$ cat src/rtl/brv_pkg.sv
// ----------------------------------------------------------------------------
// brv_pkg
// shared types and constants of the register vm executor
// ----------------------------------------------------------------------------
package brv_pkg;

    localparam int NUM_REGS_DEF   = 256;
    localparam int WORD_BITS_DEF  = 32;
    localparam int PROG_DEPTH_DEF = 256;

    typedef enum logic [4:0] {
        OP_NONE  = 5'd0,  OP_ADD  = 5'd1,  OP_SUB  = 5'd2,  OP_MUL   = 5'd3,
        OP_DIV   = 5'd4,  OP_MOD  = 5'd5,  OP_INC  = 5'd6,  OP_NEG   = 5'd7,
        OP_JMP   = 5'd8,  OP_JNE  = 5'd9,  OP_JE   = 5'd10, OP_MOV   = 5'd11,
        OP_TST   = 5'd12, OP_AND  = 5'd13, OP_OR   = 5'd14, OP_XOR   = 5'd15,
        OP_NOT   = 5'd16, OP_LSH  = 5'd17, OP_RSH  = 5'd18, OP_PRINT = 5'd19,
        OP_STALL = 5'd20
    } op_t;

    typedef enum logic [2:0] {
        ST_IDLE, ST_READ, ST_EXEC, ST_DIV, ST_OUT
    } state_t;

    typedef struct packed {
        logic operand_rd;   // read register file at a and b
        logic exec;         // compute result, write back, load output
        logic div_start;
        logic div_finish;   // write back divider result, load output
        logic out_clear;    // output word taken
    } ctrl_t;

    typedef struct packed {
        logic is_div;       // current item needs the divider (div/mod, nonzero b, not halted)
        logic div_done;
    } stat_t;

    typedef struct packed {
        logic [4:0] func;
        logic [7:0] first_field;
        logic [7:0] second_field;
        logic [7:0] third_field;
    } instr_t;

    typedef struct packed {
        logic [7:0]  next_pc;
        logic        print_valid;
        logic [7:0]  print_index;
        logic [31:0] print_value;
        logic        halted;
        logic        div_by_zero;
    } result_t;

endpackage

$ cat src/rtl/brv_control.sv
// ----------------------------------------------------------------------------
// brv_control
// sequencer: read operands, execute or run divider, present output word
// ----------------------------------------------------------------------------
module brv_control (
    input  logic           clk,
    input  logic           rst_n,
    input  logic           in_valid,
    output logic           in_ready,
    output logic           out_valid,
    input  logic           out_ready,
    input  brv_pkg::stat_t stat,
    output brv_pkg::ctrl_t ctrl,
    output logic           instr_load
);
    import brv_pkg::*;

    state_t state_reg, state_next;

    always_comb
    begin
        state_next = state_reg;
        case (state_reg)
            ST_IDLE: if (in_valid) state_next = ST_READ;
            ST_READ: state_next = ST_EXEC;
            ST_EXEC: state_next = stat.is_div ? ST_DIV : ST_OUT;
            ST_DIV:  if (stat.div_done) state_next = ST_OUT;
            ST_OUT:  if (out_ready) state_next = in_valid ? ST_READ : ST_IDLE;
            default: state_next = ST_IDLE;
        endcase
    end

    always_comb
    begin
        ctrl       = '0;
        in_ready   = 1'b0;
        out_valid  = 1'b0;
        case (state_reg)
            ST_IDLE: in_ready = 1'b1;
            ST_READ: ctrl.operand_rd = 1'b1;
            ST_EXEC:
            begin
                ctrl.exec      = !stat.is_div;
                ctrl.div_start = stat.is_div;
            end
            ST_DIV: ctrl.div_finish = stat.div_done;
            ST_OUT:
            begin
                out_valid      = 1'b1;
                in_ready       = out_ready;
                ctrl.out_clear = out_ready;
            end
            default: ;
        endcase
        instr_load = in_ready && in_valid;
    end

    always_ff @(posedge clk or negedge rst_n)
    begin
        if (!rst_n)
            state_reg <= ST_IDLE;
        else
            state_reg <= state_next;
    end
endmodule

$ cat config.mk
export PLATFORM = sky130hd
export DESIGN_NAME = brv_control
export DESIGN_NICKNAME = d
export VERILOG_FILES = /design/src/rtl/brv_pkg.sv /design/src/rtl/brv_control.sv
export SDC_FILE = /design/constraint.sdc
export NUM_CORES = 1
export LEC_CHECK = 0
export BUFFER_PORTS_ARGS = -buffer_cell sky130_fd_sc_hd__buf_2
export CELL_PAD_IN_SITES_DETAIL_PLACEMENT = 0
export CELL_PAD_IN_SITES_GLOBAL_PLACEMENT = 2
export CORE_AREA = 2 2 39 41
export DETAILED_ROUTE_END_ITERATION = 10
export DIE_AREA = 0 0 41 43
export GPL_ROUTABILITY_DRIVEN = 1
export GPL_TIMING_DRIVEN = 0
export HOLD_SLACK_MARGIN = 0.1
export PLACE_DENSITY_LB_ADDON = 0.1
export SYNTH_ARGS = -nofsm -noshare
export SYNTH_HDL_FRONTEND = slang
export SYNTH_SLANG_ARGS = --single-unit
$ cat constraint.sdc
create_clock -name clk -period 1.28 [get_ports clk]
set_input_delay 0 -clock clk [delete_from_list [all_inputs] [get_ports clk]]
set_output_delay 0 -clock clk [all_outputs]
set_load 0.02 [all_outputs]
==> impl_metrics.xml, run 1 <==
<?xml version="1.0" encoding="UTF-8"?>
<metrics>
  <group name="grt">
    <metric name="grt_first_pass_wirelength" unit="µm">869</metric>
    <metric name="global_route.overflow_total" unit="">0</metric>
    <metric name="globalRouteTotalUtil" unit="%">7.85</metric>
    <metric name="grt_antenna_before_repair" unit="">0</metric>
    <metric name="largest_net_degree_at_the_start_of_global_routing" unit="">8</metric>
    <metric name="via_count_of_the_first_global_routing_pass" unit="">220</metric>
  </group>
  <group name="critical_path">
    <metric name="crit-reg2reg-launch" unit="">state_reg[1]$_DFFE_PN0P_</metric>
    <metric name="crit_fanout" unit="">6</metric>
    <metric name="worst_r2r_path_depth" unit="">3</metric>
    <metric name="start_kind" unit="">register</metric>
    <metric name="regToRegEndpoint" unit="">state_reg[2]$_DFFE_PN0P_</metric>
    <metric name="crit_type" unit="">register to output port</metric>
    <metric name="reg2reg_setup_slack" unit="ns">0.17</metric>
    <metric name="crit_path_start" unit="">state_reg[2]$_DFFE_PN0P_</metric>
    <metric name="critical_path_arrival" unit="ns">1.21</metric>
    <metric name="worst-endpoint-required" unit="ns">1.28</metric>
    <metric name="timing.critical_path.to_type" unit="">output port</metric>
  </group>
  <group name="clocking">
    <metric name="numClockSinks" unit="">3</metric>
    <metric name="cts_tree" unit="">built</metric>
    <metric name="ctsHtreeMaxLevel" unit="">1</metric>
    <metric name="clkLatencyLatePin" unit="ns">0.23</metric>
    <metric name="cts_max_path_buffers" unit="">2</metric>
    <metric name="cts_buffers" unit="">3</metric>
    <metric name="clk_pin_slew_worst_paths" unit="ns">0.03</metric>
    <metric name="cts_root_buf" unit="">clkbuf_4</metric>
  </group>
  <group name="synthesis">
    <metric name="synth-main-ff-cell" unit="">dfrtp_1</metric>
    <metric name="yosys_warnings" unit="">0</metric>
    <metric name="synth_top_area_share" unit="%">38.5</metric>
    <metric name="synth_sequential_area_ratio" unit="%">38.5</metric>
    <metric name="synth.largest_area_cell" unit="">dfrtp_1</metric>
    <metric name="synth_cells" unit="">22</metric>
    <metric name="yosysUniqueCellTypes" unit="">15</metric>
    <metric name="syn_area" unit="µm²">195</metric>
    <metric name="async_reset_ff_share" unit="%">100</metric>
    <metric name="synth-edff-count" unit="">0</metric>
    <metric name="synth_top_cells_by_area" unit="">dfrtp_1 (38%), and3_2 (7.7%), nor3b_1 (7.7%), nand2b_1 (6.4%), a211o_1 (4.5%)</metric>
    <metric name="postSynthNetCount" unit="">28</metric>
    <metric name="syn_area_per_cell" unit="µm²">8.87</metric>
    <metric name="synth_seq_cells" unit="">3</metric>
    <metric name="yosys.cell_count.top_type" unit="">dfrtp_1</metric>
  </group>
  <group name="floorplan">
    <metric name="io-pin-count" unit="">14</metric>
    <metric name="die_height" unit="µm">43</metric>
    <metric name="dieWidth" unit="µm">41</metric>
    <metric name="area_of_the_core" unit="mm²">0.00138</metric>
    <metric name="placementRows" unit="">14</metric>
    <metric name="floorplan.initialDensity" unit="%">14.1</metric>
    <metric name="fp.dieArea" unit="mm²">0.00176</metric>
  </group>
  <group name="cells_and_area">
    <metric name="design.final.nets" unit="">50</metric>
    <metric name="post_route_cells_drive_above_1_share" unit="%">58.1</metric>
    <metric name="sequential_cell_area" unit="µm²">77.6</metric>
    <metric name="areaGrowthSynthToFinish" unit="%">85.3</metric>
    <metric name="post_layout_nonfiller_instances" unit="">59</metric>
    <metric name="max_reg_flops" unit="">3</metric>
    <metric name="multi_input_comb_area" unit="µm²">126</metric>
    <metric name="fillCellCount" unit="">163</metric>
    <metric name="layout.core_utilization" unit="%">26.1</metric>
    <metric name="antenna_cells_inserted" unit="">0</metric>
  </group>
  <group name="sta">
    <metric name="max_clock_freq" unit="MHz">830</metric>
    <metric name="fin_crit" unit="ns">1.21</metric>
    <metric name="final_min_period_over_clock_period" unit="%">94.2</metric>
    <metric name="layout_setup_ws" unit="ns">0.0746</metric>
    <metric name="final.setup_skew" unit="ns">0.00197</metric>
    <metric name="grt_setup_unrepaired" unit="">no</metric>
    <metric name="finalMaxSlewViolations" unit="">0</metric>
    <metric name="setup_tns_final" unit="ns">0</metric>
    <metric name="holdWs" unit="ns">0.135</metric>
    <metric name="worstMarginPinSlew" unit="ns">0.232</metric>
    <metric name="timing.final.setup_violations" unit="">0</metric>
    <metric name="max-slew-margin-rel" unit="%">84.6</metric>
    <metric name="hold_viol" unit="">0</metric>
  </group>
  <group name="route">
    <metric name="dr_drc_count" unit="">0</metric>
    <metric name="num_vias" unit="">237</metric>
    <metric name="starting_drc_count_in_detailed_routing" unit="">2</metric>
    <metric name="drt_pass1_iterations" unit="">2</metric>
    <metric name="antenna_violation_net_count_after_detailed_routing" unit="">0</metric>
    <metric name="routedWlPerCell" unit="µm">9.78</metric>
    <metric name="detail_route.wirelength" unit="µm">577</metric>
    <metric name="avgViaCountPerCell" unit="">4.02</metric>
  </group>
  <group name="placement">
    <metric name="pre_cts_ws" unit="ns">0.154</metric>
    <metric name="dpl.hpwl" unit="µm">465</metric>
    <metric name="buffer_ports.inserted" unit="">13</metric>
    <metric name="dp.cells" unit="">51</metric>
    <metric name="finalWeightedCongestion" unit="">0.623</metric>
  </group>
  <group name="power_and_ir_drop">
    <metric name="max-vdd-ir-drop" unit="V">0.000736</metric>
    <metric name="power.density" unit="mW/mm²">2300</metric>
    <metric name="p_leak" unit="nW">0.188</metric>
  </group>
  <group name="min_path">
    <metric name="hold_path_startpoint" unit="">stat[1]</metric>
    <metric name="timing.hold.worst.class" unit="">input pin to register</metric>
    <metric name="cell_depth_of_the_worst_hold_path" unit="">3</metric>
    <metric name="hold_end" unit="">state_reg[1]$_DFFE_PN0P_</metric>
  </group>
  <group name="status">
    <metric name="run_status" unit="">finished clean</metric>
  </group>
  <group name="flow_run">
    <metric name="max_cap_viol_count" unit="">0</metric>
  </group>
</metrics>
-- repair_timing --
item                                    in CTS  in global routing
hold endpoints to repair                     5                  0
resized for setup                            0                  5
hold buffers                                 4                  0
buffers inserted                             0                  0
endpoints found under the setup margin       0                  3
-- through the flow --
step	power [mW]	cell area (µm²)
finish	0.831	362
floorplan	0.487	195
detailed placement	0.622	280
CTS	0.803	347
global route	0.898	362
global placement	0.631	280
-- kinds of logic (layout without fill, tap and decap cells) --
kind of cell / count (synthesis) / in the layout / synth area share (%)
compound gates: 4 / 4 / 15.4
buf+inv: 1 / 22 / 1.92
flops: 3 / 3 / 38.5
simple gates: 14 / 14 / 44.2
-- power breakdown --
part	internal, mW	switching [mW]	total [mW]
registers	0.146	0.0801	0.226
clock network	0.117	0.0459	0.162
logic	0.203	0.239	0.442
-- how the worst max path moves through the flow --
stage / endpoint / slack (ns) / cells past startpoint
2_1_floorplan: state_reg[2]$_DFFE_PN0P_ / 0.09 / 3
3_3_place_gp: state_reg[2]$_DFFE_PN0P_ / 0.15 / 3
3_5_place_dp: state_reg[2]$_DFFE_PN0P_ / 0.15 / 3
4_1_cts: ctrl[2] / 0.001 / 3
5_1_grt: ctrl[2] / 0.01 / 3
6_report: ctrl[2] / 0.07 / 3
-- cell usage in the layout, fill, tap and decap left out, drive strengths merged, types with 2 or more instances in the layout --
master / Yosys / final
and3: 2 / 2
nor2: 3 / 3
nor3b: 2 / 2
nand2: 2 / 2
dfrtp: 3 / 3
buf: 0 / 13
nand2b: 2 / 2
dlygate4sd3: 0 / 4
clkbuf: 0 / 4
and2: 2 / 2
-- per-layer routing --
layer / GRT usage, % / wire length (µm) / vias to the layer above / part of all wire, %
li1: - / - / 118 / -
met1: 8.44 / 243 / 110 / 42
met2: 10.6 / 301 / 9 / 52
met3: 3.14 / 33 / 0 / 5.7
met4: 8.00 / 0 / 0 / 0
met5: 0 / 0 / - / 0
-- worst max-delay path: stages, from the launching register on --
cell and delay [ns]:
dfrtp_2 0.43, nand2b_4 0.16, nor3b_1 0.19, buf_2 0.19
-- layout make-up --
cell class | count | area share, %
tap | 16 | 5.54
clock buffer | 4 | 7.27
sequential | 3 | 21.5
timing repair buffer | 17 | 29.8
multi-input combinational | 18 | 34.9
inverter | 1 | 1.04
Power figures use the tool's default switching activity.
==> run 2: changes to the inputs <==
==> constraint.sdc (replaced) <==
create_clock -name clk -period 1.28 [get_ports clk]
set_input_delay 0.192 -clock clk [delete_from_list [all_inputs] [get_ports clk]]
set_output_delay 0.192 -clock clk [all_outputs]
set_load 0.02 [all_outputs]
==> impl_metrics.xml, run 2 (same netlist as run 1, synthesis figures left out) <==
<?xml version="1.0" encoding="UTF-8"?>
<metrics>
  <group name="status">
    <metric name="run_status" unit="">finished with violations</metric>
    <metric name="violations" unit="">negative setup slack</metric>
  </group>
  <group name="power_and_ir_drop">
    <metric name="power.density" unit="mW/mm²">2460</metric>
    <metric name="p_leak" unit="nW">0.232</metric>
    <metric name="pwr-share-seq" unit="%">20.0</metric>
    <metric name="max-vdd-ir-drop" unit="V">0.000892</metric>
    <metric name="sw_ratio" unit="%">39.6</metric>
    <metric name="pwr-share-clk" unit="%">14.2</metric>
    <metric name="p_total" unit="mW">1.16</metric>
    <metric name="total_switching_power" unit="mW">0.460</metric>
    <metric name="comb_power_share" unit="%">65.8</metric>
    <metric name="power_report.internal_total" unit="mW">0.703</metric>
  </group>
  <group name="cells_and_area">
    <metric name="layout.core_utilization" unit="%">34.2</metric>
    <metric name="max_reg_flops" unit="">3</metric>
    <metric name="layout.cells.most_common_list" unit="">buf_4 (9), buf_6 (7), buf_2 (6), clkbuf_4 (3), dfrtp_2 (3)</metric>
    <metric name="antenna_cells_inserted" unit="">0</metric>
    <metric name="design.final.nets" unit="">56</metric>
    <metric name="final_common_cell" unit="">buf_4</metric>
    <metric name="areaGrowthSynthToFinish" unit="%">142</metric>
    <metric name="post_route_cells_drive_above_1_share" unit="%">77.6</metric>
  </group>
  <group name="route">
    <metric name="antenna_violation_net_count_after_detailed_routing" unit="">0</metric>
    <metric name="dr_drc_count" unit="">0</metric>
    <metric name="routedWlPerCell" unit="µm">10.2</metric>
    <metric name="avgViaCountPerCell" unit="">4.02</metric>
    <metric name="detail_route.wirelength" unit="µm">660</metric>
    <metric name="starting_drc_count_in_detailed_routing" unit="">1</metric>
    <metric name="drt_pass1_iterations" unit="">2</metric>
    <metric name="num_vias" unit="">261</metric>
  </group>
  <group name="clocking">
    <metric name="clkLatencyLatePin" unit="ns">0.23</metric>
    <metric name="cts_tree" unit="">built</metric>
    <metric name="numClockSinks" unit="">3</metric>
    <metric name="cts_root_buf" unit="">clkbuf_4</metric>
    <metric name="clk_pin_slew_worst_paths" unit="ns">0.04</metric>
    <metric name="cts_buffers" unit="">3</metric>
    <metric name="cts_max_path_buffers" unit="">2</metric>
    <metric name="ctsHtreeMaxLevel" unit="">1</metric>
  </group>
  <group name="critical_path">
    <metric name="worst-endpoint-required" unit="ns">1.09</metric>
    <metric name="timing.critical_path.to_type" unit="">output port</metric>
    <metric name="crit_type" unit="">register to output port</metric>
    <metric name="start_kind" unit="">register</metric>
    <metric name="critical_path_arrival" unit="ns">1.19</metric>
    <metric name="critical_path.cell_chain" unit="">or2_1 -&gt; nor2_2 -&gt; buf_6</metric>
    <metric name="crit_fanout" unit="">5</metric>
    <metric name="worstPathBufferInverterCount" unit="">1</metric>
    <metric name="worst_path_slowest_cell" unit="">dfrtp_2</metric>
    <metric name="max_stage_delay" unit="ns">0.43</metric>
    <metric name="reg2reg_setup_slack" unit="ns">0.04</metric>
    <metric name="worst_path_dominant_cell_family" unit="">flip-flops</metric>
  </group>
  <group name="floorplan">
    <metric name="area_of_the_core" unit="mm²">0.00138</metric>
    <metric name="die_height" unit="µm">43</metric>
    <metric name="floorplan.initialDensity" unit="%">14.1</metric>
    <metric name="fp.dieArea" unit="mm²">0.00176</metric>
    <metric name="dieWidth" unit="µm">41</metric>
    <metric name="placementRows" unit="">14</metric>
    <metric name="io-pin-count" unit="">14</metric>
  </group>
  <group name="grt">
    <metric name="largest_net_degree_at_the_start_of_global_routing" unit="">6</metric>
    <metric name="global_route.peak_usage_layer" unit="">met2</metric>
    <metric name="use_met3" unit="%">4.71</metric>
    <metric name="global_route.overflow_total" unit="">0</metric>
    <metric name="globalRouteTotalUtil" unit="%">8.46</metric>
    <metric name="global_route.usage.met1" unit="%">10.1</metric>
    <metric name="grt_first_pass_wirelength" unit="µm">966</metric>
    <metric name="via_count_of_the_first_global_routing_pass" unit="">271</metric>
    <metric name="grt_antenna_before_repair" unit="">0</metric>
    <metric name="grt.met2_usage" unit="%">11.9</metric>
  </group>
  <group name="sta">
    <metric name="max_clock_freq" unit="MHz">726</metric>
    <metric name="timing.final.setup_violations" unit="">7</metric>
    <metric name="final.setup_skew" unit="ns">0.00520</metric>
    <metric name="finalMaxSlewViolations" unit="">0</metric>
    <metric name="worstMarginPinSlew" unit="ns">0.231</metric>
    <metric name="grt_setup_unrepaired" unit="">yes</metric>
    <metric name="holdWs" unit="ns">0.182</metric>
    <metric name="layout_setup_ws" unit="ns">-0.0973</metric>
    <metric name="fin_crit" unit="ns">1.38</metric>
    <metric name="setup_tns_final" unit="ns">-0.348</metric>
    <metric name="final_min_period_over_clock_period" unit="%">108</metric>
    <metric name="hold_viol" unit="">0</metric>
    <metric name="max-slew-margin-rel" unit="%">84.5</metric>
  </group>
  <group name="placement">
    <metric name="pre_cts_ws" unit="ns">0.0813</metric>
    <metric name="finalWeightedCongestion" unit="">0.600</metric>
    <metric name="dpl.hpwl" unit="µm">445</metric>
    <metric name="buffer_ports.inserted" unit="">13</metric>
  </group>
  <group name="min_path">
    <metric name="timing.hold.worst.class" unit="">input pin to register</metric>
  </group>
  <group name="flow_run">
    <metric name="max_cap_viol_count" unit="">0</metric>
  </group>
</metrics>
run 2: power by group through the flow:
stage	sequential (mW)	clock (mW)	combinational (mW)
6_report	0.233	0.166	0.765
5_1_grt	0.244	0.188	0.820
4_1_cts	0.221	0.172	0.678
3_5_place_dp	0.211	0	0.416
3_3_place_gp	0.216	0	0.423
2_1_floorplan	0.195	0	0.300
run 2: worst paths after layout:
path,from,end,cells past startpoint
setup / recovery,state_reg[0]$_DFFE_PN0P_,ctrl[3],3
hold / removal,stat[0],state_reg[1]$_DFFE_PN0P_,2
setup reg to reg,state_reg[2]$_DFFE_PN0P_,state_reg[2]$_DFFE_PN0P_,4
hold reg to reg,state_reg[2]$_DFFE_PN0P_,state_reg[1]$_DFFE_PN0P_,1
max in group asynchronous,rst_n,state_reg[0]$_DFFE_PN0P_,2
min in group asynchronous,rst_n,state_reg[1]$_DFFE_PN0P_,2
run 2: worst reg2reg max path: stages (launching register included):
cell and delay, ns:
dfrtp_2 0.43, buf_6 0.13, and2_4 0.15, buf_4 0.12, a211o_1 0.28
run 2: layer usage:
layer | up-vias | part of all wire (%) | routed length [µm]
li1 | 132 | - | -
met1 | 119 | 40 | 266
met2 | 10 | 52 | 343
met3 | 0 | 7.6 | 50
met4 | 0 | 0 | 0
met5 | - | 0 | 0
run 2: repair_timing:
action	4_1_cts	5_1_grt
hold buffers	1	0
endpoints found under the setup margin	7	9
endpoints found under the hold margin	3	0
resized for setup	20	6
pin swaps	4	4
setup buffers	5	4
run 2: per-stage QoR:
step | instance area, µm² | cells
6_report | 473 | 65
5_1_grt | 473 | 65
4_1_cts | 422 | 61
3_5_place_dp | 285 | 51
3_3_place_gp | 285 | 51
2_1_floorplan | 200 | 22
run 2: final cells by class:
type	count	area, µm²
Sequential cell	3	78.8
Inverter	1	3.75
Fill cell	157	911
Clock buffer	4	26.3
Multi-Input combinational cell	18	158
Timing Repair Buffer	23	186
Tap cell	16	20.0
